==> src/rtl/cwr_pkg.sv <==
`default_nettype none
package cwr_pkg;

  localparam int SCREEN_ROWS = 25;
  localparam int SCREEN_COLS = 80;
  localparam int TAB_WIDTH   = 4;
  localparam int CELL_COUNT  = SCREEN_ROWS * SCREEN_COLS;

  // Cell address, counter able to hold CELL_COUNT, row and column widths
  localparam int ADDR_W  = $clog2(CELL_COUNT);
  localparam int CNT_W   = $clog2(CELL_COUNT + 1);
  localparam int ROW_W   = (SCREEN_ROWS > 1) ? $clog2(SCREEN_ROWS) : 1;
  localparam int COL_W   = $clog2(SCREEN_COLS + 1);
  localparam int TAB_W   = $clog2(TAB_WIDTH + 1);
  localparam int CELL_W  = 16;
  localparam int COLOR_W = 4;
  localparam int POS_W   = 11;

  // Operations
  localparam logic [1:0] OP_PUT     = 2'd0;
  localparam logic [1:0] OP_READ    = 2'd1;
  localparam logic [1:0] OP_CLEAR   = 2'd2;
  localparam logic [1:0] OP_REPAINT = 2'd3;

  // Control bytes
  localparam logic [7:0] CH_BS    = 8'd8;
  localparam logic [7:0] CH_TAB   = 8'd9;
  localparam logic [7:0] CH_NL    = 8'd10;
  localparam logic [7:0] CH_CR    = 8'd13;
  localparam logic [7:0] CH_SPACE = 8'd32;

  // Register indexes
  localparam int CFG_IDX_W = 2;
  localparam logic [CFG_IDX_W-1:0] CFG_FG = 2'd0;
  localparam logic [CFG_IDX_W-1:0] CFG_BG = 2'd1;

  typedef struct packed {
    logic [1:0]  op;
    logic [7:0]  char_code;
    logic [10:0] cell_index;
    logic        is_tab;
  } cwr_item_t;

endpackage
`default_nettype wire

==> src/rtl/cwr_front.sv <==
`default_nettype none
module cwr_front (
  input  wire logic              clk,
  input  wire logic              rst,
  input  wire logic              push,
  input  wire logic [1:0]        op,
  input  wire logic [7:0]        char_code,
  input  wire logic [10:0]       cell_index,
  input  wire logic              hold,
  output logic                   full,
  output logic                   item_valid,
  output cwr_pkg::cwr_item_t     item,
  input  wire logic              item_pop
);
  import cwr_pkg::*;

  cwr_item_t  slot [2];
  logic       wr_ptr;
  logic       rd_ptr;
  logic [1:0] count;
  logic       take;

  assign full       = (count == 2'd2) || hold;
  assign take       = push && !full;
  assign item_valid = (count != 2'd0);
  assign item       = slot[rd_ptr];

  // Classify and hold accepted items
  always_ff @(posedge clk) begin
    if (take) begin
      slot[wr_ptr] <= '{op: op, char_code: char_code, cell_index: cell_index,
                         is_tab: (char_code == CH_TAB)};
    end
  end

  // Advance pointers
  always_ff @(posedge clk) begin
    if (rst) begin
      wr_ptr <= 1'b0;
      rd_ptr <= 1'b0;
      count  <= 2'd0;
    end else begin
      if (take) begin
        wr_ptr <= !wr_ptr;
      end
      if (item_pop) begin
        rd_ptr <= !rd_ptr;
      end
      count <= count + 2'(take) - 2'(item_pop);
    end
  end

  a_no_pop_empty: assert property (@(posedge clk) disable iff (rst)
    item_pop |-> count != 2'd0) else $error("pop from empty item queue");
  a_count_bound: assert property (@(posedge clk) disable iff (rst)
    count != 2'd3) else $error("item queue count overflow");
  a_hold_count: assert property (@(posedge clk) disable iff (rst)
    (count == 2'd2 && !item_pop) |=> count == 2'd2) else $error("item lost");

endmodule
`default_nettype wire

==> config.mk <==
export PLATFORM = sky130hd
export DESIGN_NAME = cwr_front
export DESIGN_NICKNAME = d
export VERILOG_FILES = /design/src/rtl/cwr_pkg.sv /design/src/rtl/cwr_front.sv
export SDC_FILE = /design/constraint.sdc
export NUM_CORES = 1
export LEC_CHECK = 0
export BUFFER_PORTS_ARGS = -buffer_cell sky130_fd_sc_hd__buf_4
export CORE_MARGIN = 4
export CORE_UTILIZATION = 40
export CTS_CLUSTER_SIZE = 10
export DETAILED_ROUTE_END_ITERATION = 12
export GPL_TIMING_DRIVEN = 0
export SLEW_MARGIN = 15
export SYNTH_ARGS = -nofsm -noshare
export SYNTH_HDL_FRONTEND = slang
export SYNTH_SLANG_ARGS = --single-unit
export TNS_END_PERCENT = 20
==> constraint.sdc <==
create_clock -name clk -period 2.4 [get_ports clk]
set_input_delay 0.12 -clock clk [delete_from_list [all_inputs] [get_ports clk]]
set_output_delay 0.12 -clock clk [all_outputs]
set_load 0.01 [all_outputs]
# Word level (Yosys, flattened, before mapping)
# Memories as Yosys holds them, arrays and structs flattened. A register that Yosys moved wholly into a read port is not among the register bits.
# Index checks and enable logic that the tools add are counted.
# word_totals
mem_count,1
wordCells,18
ram_bits,44
reg_bits,4
# memory_table
name,words,width,read_ports,rd_ports_with_merged_regs,write_ports,line,source
slot,2,22,1,1,1,cwr_front.sv:17,cwr_item_t slot [2];
# classes
n_mux,4
n_addsub,2
reduce_logical,6
eq_ne,2
# ops
operator,count
"8-bit by 4-bit == test with 1-bit output, second input constant",1
1-bit 2-to-1 mux,4
1-bit zero test,3
2-bit by 1-bit adder with 2-bit output,1
"2-bit == test, second input constant",1
2-bit nonzero test,1
2-bit by 1-bit subtractor with 2-bit output,1
1-bit logical AND,1
1-bit logical OR,1

# Longest topological paths before layout
# logic_depth
word_depth,6
mapped_depth,8
mapped_depth_nobuf,8

# Worst setup path after synthesis
# Ideal clock, no wire load.
# synth_timing
path_type,register to register
from,register count[0]
to,memory slot[0][0] in the netlist's numbering (enable)
synth_period_minus_slack_ps,1927
path_stages_with_launch,4
t_required_ps,1999
arrival_ps,1527
path_buffers,0
slack_ps,473
cell_sequence,dfxtp_1 -> nand2b_1 -> nand3b_1 -> nor2_1
# synth_between
elab_chain_len,6
# synth_rtl
item,line,source
from (decl),cwr_front.sv:20,logic [1:0] count;
from (signal assigned),cwr_front.sv:49,count <= count + 2'(take) - 2'(item_pop);
2-bit == test,cwr_front.sv:23,assign full = (count == 2'd2) || hold;
1-bit logical OR,cwr_front.sv:23,
1-bit zero test,cwr_front.sv:24,assign take = push && !full;
1-bit logical AND,cwr_front.sv:24,
1-bit 2-to-1 mux,cwr_front.sv:30,if (take) begin
1-bit 2-to-1 mux (implied by the code),cwr_front.sv:31,"slot[wr_ptr] <= '{op: op, char_code: char_code, cell_index: cell_index,"
to (decl),cwr_front.sv:17,
# No other way between the ends.

# Worst setup path in the final report
# layout_timing
from,register count[0]
to,memory slot[1][9] in the netlist's numbering (enable)
# The elaborated chain is that of the path after synthesis.

==> reports/summary.txt <==
outcome: finished clean
Overall Power: 1.78 mW
Setup Buffers After CTS: 0
DR pass1 iterations: 3
vias in the first global route: 1044
clock buffer depth: 2
switching component of the power: 0.409 mW
Cells after Synth: 96
Num Clock Sinks: 49
fin area: 2580 um^2
area share of fa/ha/maj cells after synthesis: 0.0136
ant diodes: 0
WHS Path Cells: 1
MaxCap Viol Count: 0
Synth area leader: edfxtp_1
Iter 0 DRT Violations: 62
share of layout cells above drive strength 1: 0.500
CTS tree: built
worst min-delay path class: primary input to register
I/O Pins: 50
H-tree Lvls: 2
final wirelength: 3280 um
Final Hold Viols: 0
largest cells by area after synthesis: edfxtp_1, mux2_2, dfxtp_1
Port Buffers: 49
Rows: 24
Layout Skew: 5.85 ps
largest family of logic cells by synthesized area: multiplexers
Critical Path, Cell by Cell: nand2b_1, nand3b_1, nor2_2, buf_8
Sw Ratio: 0.230
GRT Total Usage: 0.114
chip height: 75.8 um
Detail Route Antenna Nets: 0
Core Region: 4410 um^2
Final Hold Slack: 18.0 ps
post_cts resized: 0
Clock Latency Late Sink: 300 ps
DRC Markers: 0
via count: 1064
Worst-path clk slew: 90 ps
multiplexer area fraction after synthesis: 0.141
slowest CP cell: nor2_2
syn avg cell area: 19.1 um^2
setup violators final: 0
# nets final: 201
pin count of the biggest net entering global routing: 17
WS Path Type: register to register
highest clock rate: 0.563 GHz
internal power: 1.37 mW
critical path fanouts, max: 12
post-synthesis xor/xnor area fraction: 0.0143
syn_nets: 124
Setup crit start kind: register
Tmin final: 1780 ps
Cell Area, Synth: 1840 um^2
Remaining Overflow, GRT: 0
fin crit share: 0.740
R2R cell count: 4
initial antenna violation count: 0
Logic pwr share: 0.178
Critical Path Max Stage Delay: 580 ps
part of the power in registers: 0.565
die extent in x: 75.8 um
Synth Area in Compound Gates: 0
routed len/inst: 14.5 um
Distinct cells, synth: 16
Worst Tran Pin Value: 673 ps
Max Slew Vio Count: 0
initial core utilization: 0.416
post-synthesis sequential area ratio: 0.774
Yosys top cell area share: 0.719
DIE AREA: 5740 um^2
simple-gate area share of the yosys netlist: 0.0450
Peak VDD IR: 0.000330 V
Root Driver: clkbuf_8
CP required: 2400 ps
area delta synth->final: 40.5%
Vias/cell: 4.71
clock share of power: 0.258
RSZ-0062 raised after global routing: no
Worst Path Arrival: 1780 ps
dpl hpwl: 2310 um
Worst slew margin: 0.551
most common cell after layout, fill and taps aside: buf_4
#FFs+latches synth: 49
CP Capture Type: register
GP Congestion: 0.660
most frequent cells in the layout: buf_4, edfxtp_1, mux2_2
Power Density: 690 nW/um^2
CTS buffer count: 5
CTS hold repair buffers: 10
first-pass GRT wire length: 4670 um
Post-DP Area: 2300 um^2
Layout Utilization: 0.585
leakage dissipation: 0.980 nW
Syn. warnings: 0
## worst paths after layout
kind,from,endpoint,slack (ps)
worst max-delay path,count[0],slot[1][9],620
worst min-delay path,char_code[4],slot[1][16],20
worst max register to register,count[0],slot[1][9],620
worst min register to register,rd_ptr,register,520
## state kept, by name, indices dropped and copies added, names as in the netlist, named ones only
signal and cells:
count 2, rd_ptr 1, slot 44, wr_ptr 1
## critical path: cells and delay by family (launching register included)
family	cells	cell delay [ps]
buffers and inverters	1	240
DFF	1	350
and+or+nand+nor	3	900
## power groups by stage
stage	clock [mW]	sequential (mW)	combinational (mW)
after floorplan	0	1.02	0.150
after global placement	0	1.02	0.277
after detailed placement	0	1.03	0.295
after CTS	0.478	1.01	0.310
after global routing	0.515	1.01	0.342
final	0.459	1.01	0.316
## logic make-up (layout without fill, tap and decap cells)
| group | after synthesis | after routing |
|---|---|---|
| XOR/XNOR | 3 | 3 |
| adder cells (fa/ha/maj) | 2 | 2 |
| buffers and inverters | 4 | 82 |
| flip-flops | 49 | 49 |
| multiplexers | 23 | 23 |
| AND/OR/NAND/NOR | 15 | 15 |
## through the flow
| stage | cells | TNS [ps] | worst slack, ps |
|---|---|---|---|
| global placement | 197 | -3010 | -69.3 |
| detailed placement | 199 | 0 | 600 |
| CTS | 217 | 0 | 581 |
| finish | 226 | 0 | 625 |
| global route | 226 | 0 | 472 |
| floorplan | 96 | 0 | 473 |
## synth_stat cells
cell / number
nand4bb_1: 1
or2b_1: 1
nand2b_1: 1
ha_1: 2
nor2b_1: 1
xnor2_1: 2
dfxtp_1: 5
or2_2: 1
xor2_1: 1
mux2_2: 23
edfxtp_1: 44
nand3b_1: 1
or4_1: 1
nor2_1: 8
buf_4: 2
inv_1: 2
## per-layer routing
layer / up-vias / share of wire / GRT usage
met2: 29 / 0.52 / 0.198
li1: 514 / - / -
met4: 0 / 0.012 / 0.0408
met3: 5 / 0.063 / 0.0449
met1: 516 / 0.41 / 0.126
met5: - / 0 / 0
## cell type report
class | count | area [um^2]
Fill cell | 358 | 1830
Inverter | 2 | 7.51
Clock inverter | 3 | 17.5
Clock buffer | 5 | 68.8
Timing Repair Buffer | 70 | 588
Multi-Input combinational cell | 43 | 398
Buffer | 2 | 15.0
Tap cell | 52 | 65.1
Sequential cell | 49 | 1420
Note: power is estimated with default switching activity, not from simulation.
